$ cat src/hw/rtl/psfum_pkg.sv
// Shared types, codes and helpers of the PSF2 Unicode glyph map.
package psfum_pkg;

   // Kind of a request transaction, carried in req_tuser
   typedef enum logic [1:0] {
      MODE_LOAD    = 2'd0,
      MODE_UNICODE = 2'd1,
      MODE_DIRECT  = 2'd2,
      MODE_NONE    = 2'd3
   } mode_type;

   // Register indexes on the csr port (paddr[2])
   localparam logic CSR_GLYPH_COUNT = 1'b0;
   localparam logic CSR_HAS_TABLE   = 1'b1;

   localparam int CP_W     = 21;
   localparam int BYTE_W   = 8;
   localparam int COUNT_W  = 10;
   localparam int OUT_IDX_W = 9;

   localparam logic [COUNT_W-1:0] GLYPH_COUNT_RST = 10'd256;
   localparam logic [CP_W-1:0] MAX_UNICODE     = 21'h10FFFF;
   localparam logic [CP_W-1:0] SURROGATE_MASK  = 21'h1FF800;
   localparam logic [CP_W-1:0] SURROGATE_BASE  = 21'h00D800;
   localparam logic [CP_W-1:0] PRINT_LO        = 21'h000020;
   localparam logic [CP_W-1:0] PRINT_HI        = 21'h00007E;
   localparam logic [BYTE_W-1:0] NEXT_GLYPH    = 8'hFF;

   // Lookup request handed from the front end to the lookup stage
   typedef struct packed {
      logic            unicode;
      logic [CP_W-1:0] cp;
      logic            loaded;
   } lkp_req_type;

   // True for a scalar value that is neither a surrogate nor past the Unicode range
   function automatic logic in_unicode_range(input logic [CP_W-1:0] cp);
      in_unicode_range = (cp <= MAX_UNICODE) && ((cp & SURROGATE_MASK) != SURROGATE_BASE);
   endfunction

endpackage

$ cat src/hw/rtl/psfum_utf8_decoder.sv
// UTF-8 decoder of the table load path: assembles code points and issues map writes.
module psfum_utf8_decoder
   import psfum_pkg::*;
   #(
      parameter int CODE_BITS  = 16,
      parameter int GLYPH_BITS = 9
   )
   (
      input  logic                  clock,
      input  logic                  reset,
      input  logic                  en,
      input  logic [BYTE_W-1:0]     data_byte,
      input  logic                  has_table,
      input  logic [COUNT_W-1:0]    eff_count,
      output logic                  done,
      output logic                  wr_en,
      output logic [CODE_BITS-1:0]  wr_addr,
      output logic [GLYPH_BITS-1:0] wr_data
   );

   logic [CP_W-1:0]    acc_ff, acc_in;
   logic [1:0]         pend_ff, pend_in;
   logic [COUNT_W-1:0] cur_ff, cur_in;
   logic [CP_W-1:0]    cand;
   logic [CP_W-1:0]    shifted;
   logic               store_try;
   logic [GLYPH_BITS+COUNT_W-1:0] cur_ext;

   assign done    = (cur_ff >= eff_count);
   assign shifted = {acc_ff[CP_W-7:0], data_byte[5:0]};

   always_comb begin
      acc_in    = acc_ff;
      pend_in   = pend_ff;
      cur_in    = cur_ff;
      cand      = shifted;
      store_try = 1'b0;
      if (en && has_table && !done) begin
         priority if (data_byte == NEXT_GLYPH) begin
            acc_in  = '0;
            pend_in = 2'd0;
            cur_in  = cur_ff + 10'd1;
         end else if (!data_byte[7]) begin
            acc_in    = '0;
            pend_in   = 2'd0;
            cand      = {13'd0, data_byte};
            store_try = 1'b1;
         end else if (data_byte[7:6] == 2'b10) begin
            if (pend_ff != 2'd0) begin
               acc_in  = shifted;
               pend_in = pend_ff - 2'd1;
               if (pend_ff == 2'd1) begin
                  store_try = 1'b1;
                  acc_in    = '0;
               end
            end
         end else if (data_byte[7:5] == 3'b110) begin
            acc_in  = {16'd0, data_byte[4:0]};
            pend_in = 2'd1;
         end else if (data_byte[7:4] == 4'b1110) begin
            acc_in  = {17'd0, data_byte[3:0]};
            pend_in = 2'd2;
         end else if (data_byte[7:3] == 5'b11110) begin
            acc_in  = {18'd0, data_byte[2:0]};
            pend_in = 2'd3;
         end else begin
            // invalid lead byte: drop any partial character
            acc_in  = '0;
            pend_in = 2'd0;
         end
      end
   end

   assign cur_ext = {{GLYPH_BITS{1'b0}}, cur_ff};
   assign wr_en   = store_try && (cand != '0) && in_unicode_range(cand)
                    && ((cand >> CODE_BITS) == '0);
   assign wr_addr = cand[CODE_BITS-1:0];
   assign wr_data = cur_ext[GLYPH_BITS-1:0];

   always_ff @(posedge clock) begin
      if (reset) begin
         acc_ff  <= '0;
         pend_ff <= 2'd0;
         cur_ff  <= '0;
      end else begin
         acc_ff  <= acc_in;
         pend_ff <= pend_in;
         cur_ff  <= cur_in;
      end
   end

   a_idle_acc_clear: assert property (@(posedge clock) disable iff (reset)
      (pend_ff == 2'd0) |-> (acc_ff == '0))
      else $error("accumulator holds bits with no character pending");

   a_glyph_only_on_load: assert property (@(posedge clock) disable iff (reset)
      !en |=> $stable(cur_ff))
      else $error("glyph number moved without a table byte");

endmodule

$ cat config.mk
export PLATFORM = sky130hd
export DESIGN_NAME = psfum_utf8_decoder
export DESIGN_NICKNAME = d
export VERILOG_FILES = /design/src/hw/rtl/psfum_pkg.sv /design/src/hw/rtl/psfum_utf8_decoder.sv
export SDC_FILE = /design/constraint.sdc
export NUM_CORES = 1
export LEC_CHECK = 0
export BUFFER_PORTS_ARGS = -buffer_cell sky130_fd_sc_hd__buf_2
export CAP_MARGIN = 15
export CORE_MARGIN = 1
export CORE_UTILIZATION = 43
export DETAILED_ROUTE_END_ITERATION = 16
export MAX_ROUTING_LAYER = met4
export PLACE_DENSITY = 0.67
export SYNTH_ARGS = -nofsm -noshare
export SYNTH_HDL_FRONTEND = slang
export SYNTH_SLANG_ARGS = --single-unit
$ cat constraint.sdc
create_clock -name clock -period 5.4 [get_ports clock]
set_input_delay 0.54 -clock clock [delete_from_list [all_inputs] [get_ports clock]]
set_output_delay 0.54 -clock clock [all_outputs]
set_load 0.05 [all_outputs]
; ---- Yosys cells after proc, flatten, opt, wreduce, memory -nomap -nowiden
; Cells that the tools add are included.
[word_totals]
reg_bits = 27
inputBits = 22
out_inout_bits = 27
wordCells = 51
[op_classes]
n_addsub = 2
order_cmp = 2
n_eq_ne = 8
mux = 24
n_reduce_logical = 12
[ops]
columns = operator, n
row1 = two-way mux 15 bit, 5
row2 = two-way mux 21 bit, 3
row3 = "less-or-equal comparator 21 bit, second input constant", 1
row4 = zero test 21 bit, 1
row5 = nonzero test 21 bit, 1
row6 = two-way mux 2 bit, 7
row7 = "adder 10 x 1 -> 10 bit, second input constant", 1
row8 = greater-or-equal comparator 10 bit, 1
row9 = "!= test 10 x 5 -> 1 bit, second input constant", 1
row10 = "equality test 8 bit, second input constant", 1
row11 = logical AND 1 bit, 6
row12 = two-way mux 1 bit, 6
row13 = "equality test 5 bit, second input constant", 1
row14 = two-way mux 5 bit, 1
row15 = "equality test 4 bit, second input constant", 1
row16 = two-way mux 4 bit, 1
row17 = "!= test 4 x 3 -> 1 bit, second input constant", 1
row18 = AND reduction 2 bit, 2
row19 = "equality test 3 bit, second input constant", 1
row20 = two-way mux 3 bit, 1
row21 = "equality test 2 x 1 -> 1 bit, second input constant", 1
row22 = "equality test 2 bit, second input constant", 1
row23 = nonzero test 2 bit, 1
row24 = "subtractor 2 x 1 -> 2 bit, second input constant", 1
row25 = zero test 1 bit, 1

; ---- Longest topological paths before layout
[logic_depth]
ltp_word = 10
ltp_mapped = 9
depth_no_buf = 8

; ---- Worst setup path before layout
; Ideal clock, no wire load.
[synth_path]
path_kind = input-to-output
startpoint = in eff_count[7]
endpoint = out wr_en
arrival_ns = 2.831
t_required_ns = 4.860
path_slack_ns = 2.029
cell_stages = 7
n_path_buf = 0
path_cell_list = inv_1 > ha_1 > a211o_1 > o211ai_2 > o311a_4 > nand2_2 > nor3_1
[synth_via]
elab_chain_cells = 8
word_cells_on_any_way = 13
classes_between = order compare: 2 / eq/ne: 1 / mux: 2 / reduce/logical: 8
[synth_lines]
columns = element, line_no
row1 = start: declaration, psfum_utf8_decoder.sv:14  ; input logic [COUNT_W-1:0] eff_count,
row2 = greater-or-equal comparator 10 bit (*), psfum_utf8_decoder.sv:29  ; assign done = (cur_ff >= eff_count);
row3 = named net done, psfum_utf8_decoder.sv:15  ; output logic done,
row4 = zero test 1 bit (*), psfum_utf8_decoder.sv:38  ; if (en && has_table && !done) begin
row5 = logical AND 1 bit (*), psfum_utf8_decoder.sv:38
row6 = two-way mux 21 bit, psfum_utf8_decoder.sv:38
row7 = less-or-equal comparator 21 bit (tied with other cells), psfum_pkg.sv:38  ; in_unicode_range = (cp <= MAX_UNICODE) && ((cp & SURROGATE_MASK) != SURROGATE_BASE);
row8 = "logical AND 1 bit, on equally long branches", "psfum_pkg.sv:38, psfum_utf8_decoder.sv:75"
row9 = logical AND 1 bit, psfum_utf8_decoder.sv:75  ; assign wr_en = store_try && (cand != '0) && in_unicode_range(cand)
row10 = logical AND 1 bit (*), psfum_utf8_decoder.sv:76  ; && ((cand >> CODE_BITS) == '0);
row11 = end: declaration, psfum_utf8_decoder.sv:16  ; output logic wr_en,
; Mark *: on every way through the listed nets, which the timed path passes. The rest lies on a longest branch.

; ---- Worst setup path after layout
[layout_path]
startpoint = reg cur_ff[0]
endpoint = out wr_addr[6]
[layout_via]
elab_chain_cells = 4
[layout_lines]
columns = element, line_no
row1 = start: declaration, psfum_utf8_decoder.sv:23  ; logic [COUNT_W-1:0] cur_ff, cur_in;
row2 = start signal: assignment, psfum_utf8_decoder.sv:88  ; cur_ff <= cur_in;
row3 = greater-or-equal comparator 10 bit, psfum_utf8_decoder.sv:29
row4 = zero test 1 bit, psfum_utf8_decoder.sv:38
row5 = logical AND 1 bit, psfum_utf8_decoder.sv:38
row6 = two-way mux 21 bit, psfum_utf8_decoder.sv:38
row7 = end: declaration, psfum_utf8_decoder.sv:17  ; output logic [CODE_BITS-1:0] wr_addr,
; No other way between the ends.

==> impl_metrics.json <==
{
  "period_share": 0.602,
  "final_core_util": 0.503,
  "syn_area_sq_um": 1850,
  "outcome": "complete, no violations",
  "fin_area_sq_um": 2040,
  "ant_nets": 0,
  "drive_above_1_share": 0.233,
  "syn_inst": 228,
  "synth_top_cell_area_share": 0.293,
  "hold_start": "pend_ff[1]",
  "die_area_sq_um": 4560,
  "yosys_most_used_dff": "dfxtp_1",
  "antenna_cells": 0,
  "ys_top_cells_by_area": "dfxtp_1, ha_1, buf_4, nand3_1, o21ai_0",
  "cts_made_buffers": 3,
  "fmax_ghz": 0.308,
  "ys_seq_area_frac": 0.293,
  "start_util": 0.455,
  "die_w_um": 67.5,
  "ios": 49,
  "regToRegStartpoint": "cur_ff[0]",
  "post_drt_via_cell_ratio": 5.34,
  "dp_hpwl_um": 2980,
  "worstPathRequired_ns": 4.86,
  "period_needed_ns": 3.25,
  "async_flop_share": 0,
  "worstPathArrival_ns": 2.71,
  "clock_sinks": 27,
  "clockRootBuffer": "clkbuf_8",
  "tns_ns": 0,
  "num_vias": 1645,
  "syn_avg_cell_area_sq_um": 8.09,
  "rows": 23,
  "rsz0062_at_grt": "false",
  "synth_nets": 264,
  "max-vdd-ir-drop_v": 0.0000883,
  "synth_edf_count": 0,
  "drtIter0Drc": 95,
  "synth.distinct_cells": 42,
  "regToRegSetupSlack_ns": 2.46,
  "path_max_fanout": 10,
  "worstSetupEndpointType": "output port",
  "clk_latency_ns": 0.27,
  "critPathKind": "flip-flop to output port",
  "grt_start_max_net_pins": 34,
  "io_buffer_count": 48,
  "die_height_um": 67.5,
  "combPwrFrac": 0.160,
  "layout.nets": 295,
  "slew_headroom": 0.336,
  "total_power_w": 0.000379,
  "ctsResizeCount": 0,
  "hold_end": "pend_ff[1]",
  "r2r-end": "pend_ff[0]",
  "wirelength_um": 3930,
  "wl_per_cell_um": 12.8,
  "drt_pass1_iterations": 4,
  "tritoncts": "built",
  "core_area_sq_um": 4060,
  "intPower_w": 0.000272,
  "track_usage": 0.197,
  "seqPwrFrac": 0.534,
  "p_leak_nw": 0.928,
  "grt_pass1_vias": 1493,
  "layout_common_cells": "buf_2, dfxtp_1, nand2_1, nand3_1, o21ai_0",
  "crit_path_start_kind": "flip-flop",
  "tightestPinTransition_ns": 0.994,
  "clk_pin_slew_ns": 0.09,
  "postCtsSetupBuffers": 0,
  "area_delta_synth_final_pct": 10.6,
  "setup-violations-final": 0,
  "hold_viol_final": 0,
  "drv_slew": 0,
  "placed_cell_area_sq_um": 2000,
  "ys_seq_elements": 27,
  "p_sw_w": 0.000107,
  "grt_overflow": 0,
  "clock_path_buffers": 2,
  "drv_cap": 0,
  "finalClockSkew_ns": 0.00110,
  "hold_buffers": 0,
  "drc": 0,
  "holdPathStages": 2,
  "grt_pass1_wl_um": 6670,
  "grt_antenna_before_repair": 0,
  "power_density_nw_per_um2": 186,
  "synth_warnings": 0,
  "final_common_cell": "buf_2",
  "reg2regPathDepth": 8,
  "clkPwrFrac": 0.306,
  "netSwitchingFraction": 0.283,
  "hp-class": "flip-flop to flip-flop",
  "synth_top_area_cell": "dfxtp_1",
  "h-tree-depth": 1,
  "gp_congestion": 0.818
}
## synthesized netlist by cell type (all sizes together), types with 2 or more instances
cell    count
nand3      21
nor2       14
a21oi       9
nand2b      2
and3        2
nand2      23
nor3        4
xor2        2
inv        17
dfxtp      27
xnor2       4
nor2b       7
o31ai       4
and2b       4
buf        19
mux2i       2
ha         14
clkbuf      3
o21ai      18
nor4        5
nand4       8
nor4b       2
or4         4
## power groups by stage
stage                     Sequential, W  Combinational [W]  Clock [W]
after floorplan                0.000207          0.0000457          0
after global placement         0.000207          0.0000604          0
after detailed placement       0.000207          0.0000609          0
after CTS                      0.000203          0.0000610   0.000120
after global routing           0.000203          0.0000673   0.000127
final                          0.000203          0.0000609   0.000116
## worst max path at each step
stage                       startpoint         end  slack [ns]  cells after the start
after global routing         cur_ff[0]  wr_addr[6]        1.93                      9
after floorplan           eff_count[7]       wr_en        2.03                      7
after CTS                    cur_ff[0]  wr_addr[6]        2.11                      9
after global placement    eff_count[7]  wr_addr[6]        2.28                     10
after detailed placement  eff_count[7]  wr_addr[6]        2.25                     10
final                        cur_ff[0]  wr_addr[6]        2.15                      9
## flip-flops by register name, indices dropped and copies added, names as in the netlist
| register | count |
|---|---|
| cur_ff | 10 |
| pend_ff | 2 |
| acc_ff | 15 |
## critical path: stages (launching register included)
cell and delay [ns]:
dfxtp_1 0.42, inv_1 0.09, ha_1 0.27, nand2b_1 0.13, a21oi_1 0.25, o311a_4 0.24
nand2_2 0.09, nor3_4 0.37, mux2_1 0.35, buf_2 0.21
## cell type report
| class | count | area (sq um) |
|---|---|---|
| inverter | 17 | 63.8 |
| fill | 421 | 2020 |
| multi-input combinational | 162 | 1090 |
| timing repair buffer | 48 | 240 |
| tap | 50 | 62.6 |
| clock buffer | 4 | 45.0 |
| sequential | 27 | 541 |
## per-layer routing
metal,global-route usage,share of wire
met1,0.273,0.53
met2,0.295,0.41
met3,0.0270,0.043
met4,0.0559,0.016
met5,-,0
## per-stage QoR
step           instances  hold slack [ns]  setup WS, ns
2_1_floorplan        228            0.430          2.03
3_3_place_gp         304            0.454          2.28
3_5_place_dp         304            0.451          2.25
4_1_cts              308            0.465          2.11
5_1_grt              308            0.487          1.93
6_report             308            0.467          2.15
## cell families (layout without fill, tap and decap cells)
logic type,Yosys count,after routing,share of synthesized area
buffers and inverters,39,69,0.117
AND/OR/NAND/NOR,100,100,0.315
AO/OA/AOI/OAI,39,39,0.136
multiplexers,3,3,0.0169
XOR/XNOR,6,6,0.0285
flip-flops,27,27,0.293
adder cells (fa/ha/maj),14,14,0.0949
Note: power is estimated with default switching activity, not from simulation.
