## src/hw/rtl/psfum_pkg.sv

```systemverilog
// Shared types, codes and helpers of the PSF2 Unicode glyph map.
package psfum_pkg;

   // Kind of a request transaction, carried in req_tuser
   typedef enum logic [1:0] {
      MODE_LOAD    = 2'd0,
      MODE_UNICODE = 2'd1,
      MODE_DIRECT  = 2'd2,
      MODE_NONE    = 2'd3
   } mode_type;

   // Register indexes on the csr port (paddr[2])
   localparam logic CSR_GLYPH_COUNT = 1'b0;
   localparam logic CSR_HAS_TABLE   = 1'b1;

   localparam int CP_W     = 21;
   localparam int BYTE_W   = 8;
   localparam int COUNT_W  = 10;
   localparam int OUT_IDX_W = 9;

   localparam logic [COUNT_W-1:0] GLYPH_COUNT_RST = 10'd256;
   localparam logic [CP_W-1:0] MAX_UNICODE     = 21'h10FFFF;
   localparam logic [CP_W-1:0] SURROGATE_MASK  = 21'h1FF800;
   localparam logic [CP_W-1:0] SURROGATE_BASE  = 21'h00D800;
   localparam logic [CP_W-1:0] PRINT_LO        = 21'h000020;
   localparam logic [CP_W-1:0] PRINT_HI        = 21'h00007E;
   localparam logic [BYTE_W-1:0] NEXT_GLYPH    = 8'hFF;

   // Lookup request handed from the front end to the lookup stage
   typedef struct packed {
      logic            unicode;
      logic [CP_W-1:0] cp;
      logic            loaded;
   } lkp_req_type;

   // True for a scalar value that is neither a surrogate nor past the Unicode range
   function automatic logic in_unicode_range(input logic [CP_W-1:0] cp);
      in_unicode_range = (cp <= MAX_UNICODE) && ((cp & SURROGATE_MASK) != SURROGATE_BASE);
   endfunction

endpackage

```

## src/hw/rtl/psfum_lookup.sv

```systemverilog
// Lookup stage: combines map read data with range checks and holds the response register.
module psfum_lookup
   import psfum_pkg::*;
   #(
      parameter int CODE_BITS  = 16,
      parameter int GLYPH_BITS = 9
   )
   (
      input  logic                  clock,
      input  logic                  reset,
      input  logic                  start,
      input  lkp_req_type           req,
      input  logic [GLYPH_BITS-1:0] ram_q,
      input  logic                  has_table,
      input  logic [COUNT_W-1:0]    eff_count,
      output logic                  ready,
      output logic                  rsp_valid,
      input  logic                  rsp_ready,
      output logic [OUT_IDX_W-1:0]  glyph_index,
      output logic                  table_loaded
   );

   logic                 s1_valid_ff, s1_valid_in;
   lkp_req_type          s1_req_ff;
   logic                 rsp_valid_ff, rsp_valid_in;
   logic [OUT_IDX_W-1:0] rsp_glyph_ff;
   logic                 rsp_loaded_ff;
   logic                 out_free;
   logic                 reject;
   logic [CP_W-1:0]      idx;
   logic [CP_W-1:0]      idx_ok;

   assign out_free = !rsp_valid_ff || rsp_ready;
   assign ready    = !s1_valid_ff || out_free;

   assign reject = !in_unicode_range(s1_req_ff.cp) || ((s1_req_ff.cp >> CODE_BITS) != '0);

   always_comb begin
      if (!s1_req_ff.unicode) begin
         idx = s1_req_ff.cp;
      end else if (!has_table) begin
         idx = (s1_req_ff.cp >= PRINT_LO && s1_req_ff.cp <= PRINT_HI) ? s1_req_ff.cp : '0;
      end else begin
         idx = reject ? '0 : CP_W'(ram_q);
      end
      idx_ok = (idx >= CP_W'(eff_count)) ? '0 : idx;
   end

   assign s1_valid_in  = ready ? start : s1_valid_ff;
   assign rsp_valid_in = out_free ? s1_valid_ff : rsp_valid_ff;

   always_ff @(posedge clock) begin
      if (reset) begin
         s1_valid_ff  <= 1'b0;
         rsp_valid_ff <= 1'b0;
      end else begin
         s1_valid_ff  <= s1_valid_in;
         rsp_valid_ff <= rsp_valid_in;
      end
   end

   always_ff @(posedge clock) begin
      if (start && ready) begin
         s1_req_ff <= req;
      end
      if (s1_valid_ff && out_free) begin
         rsp_glyph_ff  <= idx_ok[OUT_IDX_W-1:0];
         rsp_loaded_ff <= s1_req_ff.loaded;
      end
   end

   assign rsp_valid    = rsp_valid_ff;
   assign glyph_index  = rsp_glyph_ff;
   assign table_loaded = rsp_loaded_ff;

   a_stage_holds: assert property (@(posedge clock) disable iff (reset)
      (s1_valid_ff && !out_free) |=> s1_valid_ff)
      else $error("pending lookup lost while response stalled");

endmodule

```

## config.mk

```make
export PLATFORM = sky130hd
export DESIGN_NAME = psfum_lookup
export DESIGN_NICKNAME = d
export VERILOG_FILES = /design/src/hw/rtl/psfum_pkg.sv /design/src/hw/rtl/psfum_lookup.sv
export SDC_FILE = /design/constraint.sdc
export NUM_CORES = 1
export LEC_CHECK = 0
export BUFFER_PORTS_ARGS = -buffer_cell sky130_fd_sc_hd__buf_2
export CAP_MARGIN = 30
export CORE_MARGIN = 2
export CORE_UTILIZATION = 30
export CTS_BUF_LIST = sky130_fd_sc_hd__clkbuf_8
export DETAILED_ROUTE_END_ITERATION = 16
export MAX_ROUTING_LAYER = met4
export PLACE_DENSITY_LB_ADDON = 0.1
export SLEW_MARGIN = 25
export SYNTH_ARGS = -nofsm -noshare
export SYNTH_HDL_FRONTEND = slang
export SYNTH_SLANG_ARGS = --single-unit
```

## constraint.sdc

```tcl
create_clock -name clock -period 3.2 [get_ports clock]
set_input_delay 0.8 -clock clock [delete_from_list [all_inputs] [get_ports clock]]
set_output_delay 0.8 -clock clock [all_outputs]
set_load 0.01 [all_outputs]
```

Word level (Yosys, flattened, before mapping)
Cells that the tools add are included.
{ "totals": {"output_inout_bits": 12, "wordCells": 27, "input_bits": 47, "ff_bits": 35} }
{ "op_classes": {"n_reduce_logical": 11, "n_lt_le_gt_ge": 4, "muxes": 4, "eq_ne": 1} }
{ "op_table": {"columns": ["operator", "count"], "rows": [
  ["two-way mux 21 bit", 3],
  [">= comparator 21 x 10 -> 1 bit", 1],
  [">= comparator 21 x 6 -> 1 bit, second input constant", 1],
  ["less-or-equal comparator 21 bit, second input constant", 1],
  ["less-or-equal comparator 21 x 7 -> 1 bit, second input constant", 1],
  ["nonzero test 21 bit", 1],
  ["inequality test 10 x 5 -> 1 bit, second input constant", 1],
  ["two-way mux 9 bit", 1],
  ["logical AND 1 bit", 4],
  ["logical NOT 1 bit", 3],
  ["logical OR 1 bit", 3]
]} }

Depth between registers and ports, before layout
Gate-level depths: netlist of run 1.
{ "logic_depth": {"depth_word": 8, "ltp_mapped": 12, "ltp_nobuf": 11} }

Worst setup path before layout of run 1
No wires, ideal clock.
{ "synth_path": {"path_kind": "input -> register", "startpoint": "input port has_table", "endpoint": "register rsp_glyph_ff[1], in the netlist glyph_index[1] (data pin)", "slack_ps": 310, "stages": 11, "t_required_ps": 3054, "setup_time_ps": 146, "arrival_time_ps": 2744, "n_path_buf": 0, "cell_sequence": "nor4_1 o21ai_1 nor3_2 nand2_1 nand2_1 ha_1 a21o_1 a221oi_1 nand4_1 a221o_2 a21oi_1"} }
{ "synth_via": {"elab_chain_len": 3} }
{ "synth_rtl": {"columns": ["item", "line", "rtl"], "rows": [
  ["start: declaration", "psfum_lookup.sv:14", "input logic has_table,"],
  ["two-way mux 21 bit", "psfum_lookup.sv:41", "end else if (!has_table) begin"],
  ["two-way mux 21 bit", "psfum_lookup.sv:39", "if (!s1_req_ff.unicode) begin"],
  ["net idx[3]", "psfum_lookup.sv:30", "logic [CP_W-1:0] idx;"],
  [">= comparator 21 x 10 -> 1 bit", "psfum_lookup.sv:46", "idx_ok = (idx >= CP_W'(eff_count)) ? '0 : idx;"],
  ["end signal: assignment", "psfum_lookup.sv:67", "rsp_glyph_ff <= idx_ok[OUT_IDX_W-1:0];"],
  ["end: declaration", "psfum_lookup.sv:26", "logic [OUT_IDX_W-1:0] rsp_glyph_ff;"]
]} }
The timed path passes the listed nets, and every way through them passes these cells.
A chain may end at the register's enable or synchronous reset.

Worst setup path in the final report of run 1
{ "layout_path": {"startpoint": "register s1_req_ff[13] (netlist name)", "endpoint": "register rsp_glyph_ff[7], in the netlist glyph_index[7] (data pin)"} }
{ "layout_via": {"elab_chain_len": 8, "elab_cells_between_ends": 13, "classes_between": "order compare (4); eq/ne (1); mux (4); reduce/logical (4)"} }
{ "layout_rtl": {"columns": ["item", "line", "rtl"], "rows": [
  ["start: declaration", "psfum_lookup.sv:24", "lkp_req_type s1_req_ff;"],
  ["start signal: assignment", "psfum_lookup.sv:64", "s1_req_ff <= req;"],
  ["less-or-equal comparator 21 bit / inequality test 10 x 5 -> 1 bit (equally long branches)", "psfum_pkg.sv:38", "in_unicode_range = (cp <= MAX_UNICODE) && ((cp & SURROGATE_MASK) != SURROGATE_BASE);"],
  ["logical AND 1 bit", "psfum_pkg.sv:38", null],
  ["logical NOT 1 bit", "psfum_lookup.sv:36", "assign reject = !in_unicode_range(s1_req_ff.cp) || ((s1_req_ff.cp >> CODE_BITS) != '0);"],
  ["logical OR 1 bit", "psfum_lookup.sv:36", null],
  ["two-way mux 9 bit", "psfum_lookup.sv:44", "idx = reject ? '0 : CP_W'(ram_q);"],
  ["two-way mux 21 bit *", "psfum_lookup.sv:41", null],
  ["two-way mux 21 bit *", "psfum_lookup.sv:39", null],
  ["net idx[6]", "psfum_lookup.sv:30", null],
  [">= comparator 21 x 10 -> 1 bit *", "psfum_lookup.sv:46", null]
]} }
Mark *: on every way through the listed nets, which the timed path passes. The rest lies on a longest branch.

==> flow_metrics.py, run 1 <==
metrics = {
    "finish": {
        "layout-drive-gt1-share_pct": 39.09,
        "final_util_pct": 39.77,
        "finalNetCount": 253,
        "area_growth_syn_to_layout_pct": 29.76,
        "num_antenna_cells": 0,
        "final_area_sq_um": 2150,
    },
    "drt": {
        "wl_per_cell_um": 12.94,
        "drt-met1-wl_um": 1470,
        "vias_per_cell": 4.572,
        "num_vias": 1230,
        "wl_um": 3481,
        "top_layer_used": "met4",
        "drt_iter0_drc": 65,
        "ant_nets": 0,
        "route.met3.wl_um": 197,
        "firstDrtPassIters": 4,
        "drcViolationCount": 0,
        "wl_met2_um": 1739,
    },
    "timing": {
        "fmax_mhz": 335.9,
        "finalHoldViolations": 0,
        "slew_violations": 0,
        "min_period_ps": 2977,
        "slew_headroom_pct": 43.46,
        "finalClockSkew_ps": 4.009,
        "setup_violations": 0,
        "worst_pin_slew_ps": 846.4,
        "fin_crit_sh_pct": 93.02,
        "tns_ps": 0,
        "grt_setup_unrepaired": "no",
    },
    "placement": {
        "dp_hpwl_um": 2787,
        "gp_congestion": 0.7894,
        "placed_area_sq_um": 2039,
        "portBuffers": 58,
    },
    "setup_path": {
        "slowest_stage": "a221o_2",
        "critPathLaunchType": "flop",
        "path_cells": "nor4_4 > nand4_2 > o21ai_2 > a32o_1 > ha_1 > a21o_1 > a31oi_1 > a21boi_0 > a221o_2 > a21oi_1",
        "path_delay_family": "compound AO/OA/AOI/OAI gates",
        "critPathMaxFanout": 9,
        "crit_path_max_incr_delay_ps": 460,
        "worst_setup_path_end_kind": "flop",
        "critical_path_class": "reg -> reg",
        "worstPathArrival_ps": 3100,
        "crit_buf_inv": 0,
        "cp.required_ps": 3320,
    },
    "synth": {
        "synth_area_sq_um": 1657,
        "async_flop_share_pct": 0,
        "ys_seq_area_share_pct": 62.24,
        "synth_flop_cell": "edfxtp_1",
        "synthCells": 131,
        "syn_avg_cell_area_sq_um": 12.65,
        "ys_ff_latch": 35,
        "synth_edf_count": 33,
        "syn-num-nets": 188,
        "synth_warnings": 0,
        "ys_types": 29,
    },
    "global_route": {
        "grt_pass1_vias": 1325,
        "antenna_found_initial": 0,
        "grt_start_max_net_pins": 24,
        "overflow": 0,
        "groute.usage.overall_pct": 12.47,
        "grt_pass1_wl_um": 5740,
    },
    "floorplan": {
        "pin_count": 59,
        "rows": 27,
        "dieHeight_um": 78.31,
        "die_area_sq_um": 6132,
        "core_area_sq_um": 5405,
        "initial_core_util_pct": 30.65,
        "die_width_um": 78.31,
    },
    "cts": {
        "cts_tree": "done",
        "htree_levels": 2,
        "numCtsBuffers": 5,
        "clkSlewWorstSetupHoldPaths_ps": 70,
        "clock_path_buffers": 2,
        "cts-root-buf": "clkbuf_8",
        "ctsHoldBuffers": 0,
        "cts_sinks": 35,
        "clock_latency_ps": 280,
    },
    "power": {
        "seqPwrFrac_pct": 57.3,
        "vdd_drop_max_mv": 0.2408,
        "p_int_uw": 730.3,
        "leakage_uw": 0.0009426,
        "total_power_uw": 950.8,
        "power_density_nw_per_um2": 442.3,
        "power_frac_clock_pct": 31.7,
        "p_comb_share_pct": 11.0,
        "switching_power_uw": 220.5,
        "p_sw_share_pct": 23.19,
    },
    "min_path": {
        "hold_class": "reg -> reg",
    },
    "status": {
        "status": "finished, final reports clean",
    },
    "job": {
        "cap_violations": 0,
    },
}
worst paths after layout:
kind / startpoint / to / slack (ps) / cells past startpoint
setup reg to reg: s1_req_ff[13] / glyph_index[7] / 220 / 10
hold / removal: s1_req_ff[0] / table_loaded / 430 / 0
setup / recovery: s1_req_ff[13] / glyph_index[7] / 220 / 10
hold reg to reg: s1_req_ff[0] / table_loaded / 430 / 0
flip-flops by register name (all words and copies together), names as in the netlist:
name and flops:
glyph_index 9, rsp_valid 1, s1_req_ff 23, s1_valid_ff 1, table_loaded 1
power groups by stage:
stage	clock [uW]	sequential, uW	combinational [uW]
6_report	301	545	105
5_1_grt	335	547	120
4_1_cts	311	545	105
3_5_place_dp	0	555	105
3_3_place_gp	0	554	103
2_1_floorplan	0	554	53.0
layout make-up:
cell class	count	area (sq um)
Sequential cell	35	1031
Tap cell	72	90.09
Clock buffer	5	68.82
Multi-Input combinational cell	83	593.1
Timing Repair Buffer	61	312.8
Clock inverter	3	16.27
Fill cell	560	3256
Inverter	10	37.54
routing by layer:
metal	track usage, %	vias up
li1	-	616
met1	13.83	569
met2	21.38	37
met3	3.333	8
met4	5.088	0
met5	-	-
cell usage after synthesis (all sizes together) (3+ instances only):
| cell type | n | area, sq um |
|---|---|---|
| edfxtp | 33 | 991.0 |
| a21oi | 7 | 35.03 |
| nand4 | 4 | 31.28 |
| nand3 | 3 | 15.01 |
| inv | 10 | 37.54 |
| nand2 | 13 | 48.80 |
| nor2b | 12 | 75.07 |
| nor2 | 7 | 26.28 |
| a31oi | 5 | 31.28 |
| o21ai | 4 | 20.02 |
| ha | 10 | 125.1 |
cell usage in the layout, fill, tap and decap left out, drive strengths merged:
cell type,n
and4,1
a32o,2
nor3,2
nor2,7
nor4,2
nand4,4
a31oi,5
nand2,13
ha,10
a21boi,1
and2,2
clkinvlp,1
a221oi,2
clkbuf,5
nand3,3
nor2b,12
edfxtp,33
inv,11
and3,2
buf,61
a221o,1
o2111ai,1
dfxtp,2
a21o,2
a21oi,7
o21ai,4
clkinv,1
timing repair:
item                                    4_1_cts  5_1_grt
gates resized for setup                       0        3
buffers inserted                              0        1
endpoints found under the setup margin        0        3
through the flow:
step                      hold WS (ps)  worst slack [ps]  std cells
final                            432.4             223.3        269
after global routing             438.2             7.523        269
after CTS                        434.6             162.6        268
after detailed placement         418.1            -18.72        260
after global placement           401.9             12.50        260
after floorplan                  400.3             309.9        131
cells by family after synthesis:
family / synth area share (%)
AND/OR/NAND/NOR: 16.77
adder cells (fa/ha/maj): 7.553
flip-flops: 62.24
buffers and inverters: 3.021
AO/OA/AOI/OAI: 10.42
No activity file was read; power rests on OpenSTA's default activity.
==> inputs of run 2 (changes only) <==
Settings changed: REMOVE_ABC_BUFFERS set to 1.
Clock period 3.2 ns to 2.7 ns, I/O delays scaled along.
==> flow_metrics.py, run 2 (synthesis gave the netlist of run 1 again) <==
metrics = {
    "drt": {
        "firstDrtPassIters": 4,
        "drt_iter0_drc": 62,
        "ant_nets": 0,
        "num_vias": 1329,
        "wl_um": 3880,
        "wl_per_cell_um": 13.11,
        "vias_per_cell": 4.490,
        "drcViolationCount": 0,
    },
    "timing": {
        "min_period_ps": 2869,
        "finalClockSkew_ps": 5.412,
        "setup_violations": 9,
        "worst_hold_slack_ps": 433.0,
        "finalHoldViolations": 0,
        "fin_crit_sh_pct": 106.3,
        "layout_setup_ws_ps": -169.3,
        "grt_setup_unrepaired": "yes",
        "fmax_mhz": 348.5,
        "worst_pin_slew_ps": 833.7,
        "slew_headroom_pct": 44.31,
        "slew_violations": 0,
    },
    "placement": {
        "gp_congestion": 0.7491,
        "placed_area_sq_um": 2205,
        "portBuffers": 58,
        "dp_hpwl_um": 2953,
        "pre_cts_slack_ps": -456.5,
    },
    "floorplan": {
        "rows": 27,
        "pin_count": 59,
        "initial_core_util_pct": 30.65,
        "die_width_um": 78.31,
        "dieHeight_um": 78.31,
        "die_area_sq_um": 6132,
        "core_area_sq_um": 5405,
    },
    "cts": {
        "clkSlewWorstSetupHoldPaths_ps": 70,
        "cts_tree": "done",
        "ctsHoldBuffers": 0,
        "clock_path_buffers": 2,
        "htree_levels": 2,
        "numCtsBuffers": 5,
        "clock_latency_ps": 280,
        "cts-root-buf": "clkbuf_8",
        "cts_sinks": 35,
    },
    "global_route": {
        "antenna_found_initial": 0,
        "overflow": 0,
        "grt_pass1_vias": 1370,
        "grt_start_max_net_pins": 24,
        "groute.usage.overall_pct": 14.05,
        "grt_pass1_wl_um": 6430,
    },
    "finish": {
        "fillers": 552,
        "final_area_sq_um": 2435,
        "num_antenna_cells": 0,
        "regMostFlops": "s1_req_ff",
        "area_growth_syn_to_layout_pct": 46.98,
        "largest_reg_flops": 23,
        "finalNetCount": 280,
        "final_cell_mix": "buf_2, edfxtp_1, buf_4",
        "final_common_cell": "buf_2",
        "layout-drive-gt1-share_pct": 51.34,
    },
    "power": {
        "leakage_uw": 0.001084,
        "power_density_nw_per_um2": 486.7,
        "total_power_uw": 1185,
        "vdd_drop_max_mv": 0.3588,
    },
    "min_path": {
        "min_to": "table_loaded",
        "min_delay_path_depth": 0,
        "min_from": "s1_req_ff[0]",
        "hold_class": "reg -> reg",
    },
    "setup_path": {
        "reg2reg_from": "s1_req_ff[15]",
        "r2r_cells": 11,
        "critPathMaxFanout": 5,
        "rrSetupSlack_ps": -170,
        "rr_endpoint": "glyph_index[3]",
        "worstPathArrival_ps": 3000,
        "worst_setup_path_end_kind": "flop",
        "cp.required_ps": 2830,
        "critical_path_class": "reg -> reg",
        "critPathLaunchType": "flop",
    },
    "status": {
        "status": "complete, but fails checks",
        "violations": "setup timing",
    },
    "job": {
        "cap_violations": 0,
    },
}
run 2: worst max-delay path by stage:
stage | startpoint | to | slack [ps] | cells past startpoint
after floorplan | has_table | glyph_index[1] | -70 | 11
after global placement | has_table | glyph_index[1] | -340 | 11
after detailed placement | has_table | glyph_index[3] | -460 | 12
after CTS | s1_req_ff[13] | glyph_index[3] | -160 | 12
after global routing | s1_req_ff[15] | glyph_index[4] | -330 | 11
final | s1_req_ff[15] | glyph_index[3] | -170 | 11
run 2: final cells by class:
type | instances | area, sq um | share of cell area [%]
clock inverters | 2 | 8.758 | 0.3597
repair buffers | 87 | 511.7 | 21.02
inverters | 10 | 37.54 | 1.542
clock buffers | 6 | 82.58 | 3.392
well taps | 72 | 90.09 | 3.700
flip-flops and latches | 35 | 1031 | 42.34
multi-input cells | 84 | 673.1 | 27.65
run 2: per-stage QoR:
step / std cells / util (%) / setup TNS (ps)
finish: 296 / 45.05 / -1313
global route: 296 / 45.05 / -2649
detailed placement: 282 / 40.79 / -3720
floorplan: 128 / - / -537.0
global placement: 282 / 40.79 / -3017
CTS: 294 / 44.42 / -1077
run 2: timing repair:
action	4_1_cts	5_1_grt
gates resized for setup	16	4
endpoints found under the setup margin	9	9
pin swaps	8	3
hold endpoints to repair	0	0
buffers inserted	3	1
cloned	1	0
run 2: critical path, cell delays in order (launching register included):
cell and delay (ps):
edfxtp_1 430, nor4_4 370, nand4_4 160, nor3_4 180, nand2_1 110, nand2_1 80
ha_1 230, a21o_1 170, a221oi_2 230, nand4_1 150, a221o_2 450, a21oi_2 140
run 2: per-layer routing:
layer  part of all wire (%)  vias to the layer above  GRT usage [%]  wire [um]
met5                      0                        -              -          0
met4                    1.2                        0          4.211         47
met3                    5.3                        4          3.448        206
met2                     51                       41          24.40       1983
met1                     42                      610          16.15       1641
li1                       -                      674              -          -
run 2: where the power goes:
part,internal (uW),switching (uW)
clock network,202,177
registers,628,14.7
logic,82.4,80.3
total,913,272
==> inputs of run 3 (changes only) <==
Settings changed: CELL_PAD_IN_SITES_DETAIL_PLACEMENT set to 0, CELL_PAD_IN_SITES_GLOBAL_PLACEMENT set to 1, TNS_END_PERCENT set to 5.
==> flow_metrics.py, run 3 (synthesis gave the netlist of run 1 again) <==
metrics = {
    "setup_path": {
        "rr_endpoint": "glyph_index[7]",
        "critical_path_class": "reg -> reg",
        "rrSetupSlack_ps": -150,
        "worstPathArrival_ps": 2990,
        "critPathMaxFanout": 4,
        "r2r_cells": 12,
        "reg2reg_from": "s1_req_ff[15]",
        "cp.required_ps": 2840,
        "worst_setup_path_end_kind": "flop",
        "critPathLaunchType": "flop",
    },
    "drt": {
        "num_vias": 1328,
        "firstDrtPassIters": 4,
        "vias_per_cell": 4.532,
        "drt_iter0_drc": 62,
        "wl_um": 3850,
        "ant_nets": 0,
        "wl_per_cell_um": 13.14,
        "drcViolationCount": 0,
    },
    "global_route": {
        "grt_pass1_vias": 1388,
        "grt_pass1_wl_um": 6285,
        "grt_busiest_layer": "met2",
        "grt_start_max_net_pins": 24,
        "groute.usage.overall_pct": 13.87,
        "grt_use_met3_pct": 3.678,
        "overflow": 0,
        "antenna_found_initial": 0,
        "grt_use_met1_pct": 15.77,
        "met2_usage_pct": 24.05,
    },
    "timing": {
        "min_period_ps": 2845,
        "grt_setup_unrepaired": "yes",
        "finalClockSkew_ps": 10.14,
        "worst_hold_slack_ps": 431.3,
        "fin_crit_sh_pct": 105.4,
        "worst_pin_slew_ps": 901.2,
        "setup_violations": 9,
        "tns_ps": -1180,
        "layout_setup_ws_ps": -145.3,
        "fmax_mhz": 351.5,
        "finalHoldViolations": 0,
        "slew_violations": 0,
        "slew_headroom_pct": 39.80,
    },
    "placement": {
        "pre_cts_slack_ps": -395.1,
        "gp_congestion": 0.8281,
        "portBuffers": 58,
        "dp_hpwl_um": 2888,
    },
    "finish": {
        "largest_reg_flops": 23,
        "regMostFlops": "s1_req_ff",
        "fillers": 555,
        "final_common_cell": "buf_2",
        "final_util_pct": 43.68,
        "multi_input_comb_area_sq_um": 621.8,
        "finalNetCount": 277,
        "num_antenna_cells": 0,
        "final-seq-area_sq_um": 1031,
        "area_growth_syn_to_layout_pct": 42.52,
        "layout-drive-gt1-share_pct": 47.06,
        "final_cell_mix": "buf_2, edfxtp_1, buf_4",
    },
    "floorplan": {
        "dieHeight_um": 78.31,
        "pin_count": 59,
        "die_area_sq_um": 6132,
        "die_width_um": 78.31,
        "initial_core_util_pct": 30.65,
        "rows": 27,
        "core_area_sq_um": 5405,
    },
    "min_path": {
        "min_to": "table_loaded",
        "min_from": "s1_req_ff[0]",
        "min_delay_path_depth": 0,
        "hold_class": "reg -> reg",
    },
    "power": {
        "leakage_uw": 0.001068,
        "vdd_drop_max_mv": 0.2658,
        "power_density_nw_per_um2": 499.6,
    },
    "cts": {
        "clkSlewWorstSetupHoldPaths_ps": 70,
        "htree_levels": 2,
        "clock_latency_ps": 290,
        "clock_path_buffers": 2,
        "cts_sinks": 35,
        "numCtsBuffers": 5,
        "cts_tree": "done",
        "ctsHoldBuffers": 0,
        "cts-root-buf": "clkbuf_8",
    },
    "status": {
        "status": "complete, but fails checks",
        "violations": "setup timing",
    },
    "job": {
        "cap_violations": 0,
    },
}
==> run 3: per-stage QoR <==
step,instance area [sq um],power (uW),instances
after floorplan,1644,718.3,128
after global placement,2190,791.8,280
after detailed placement,2190,796.1,280
after CTS,2346,1193,292
after global routing,2361,1237,293
final,2361,1179,293
==> run 3: cell type report <==
type,instances,area share (%)
Inverter,10,1.590
Clock inverter,2,0.3710
Timing Repair Buffer,84,20.72
Clock buffer,6,3.498
Multi-Input combinational cell,84,26.34
Tap cell,72,3.816
Sequential cell,35,43.67
==> run 3: worst max-delay path, stage by stage (launching register included) <==
cell,delay [ps]
edfxtp_1,430
nor4_4,330
nand4_2,200
nor3_4,200
buf_4,160
nand2_1,80
nand2_1,80
ha_1,220
and3_1,160
o2111ai_1,110
nand4_1,160
a221o_1,430
a21oi_1,150
==> run 3: how the worst max path moves through the flow <==
stage	from	endpoint	slack, ps	depth (start not counted)
detailed placement	has_table	glyph_index[4]	-400	12
global placement	has_table	glyph_index[1]	-370	12
CTS	s1_req_ff[13]	glyph_index[4]	-140	12
floorplan	has_table	glyph_index[1]	-70	11
global route	s1_req_ff[15]	glyph_index[2]	-370	11
finish	s1_req_ff[15]	glyph_index[7]	-150	12
==> run 3: per-layer routing <==
layer / part of all wire, % / up-vias
met4: 0.83 / 0
met2: 53 / 37
met1: 40 / 614
li1: - / 672
met3: 5.9 / 5
met5: 0 / -
==> run 3: repair_timing <==
action                     in CTS  in global routing
setup buffers                   3                  0
resized for setup               9                  1
pin swaps                       6                  3
cloned                          1                  0
setup endpoints to repair       9                  9
==> run 3: report_power, final <==
part / internal, uW / switching, uW
clock network: 202 / 182
logic: 77.3 / 74.5
registers: 628 / 15.6
total: 907 / 272
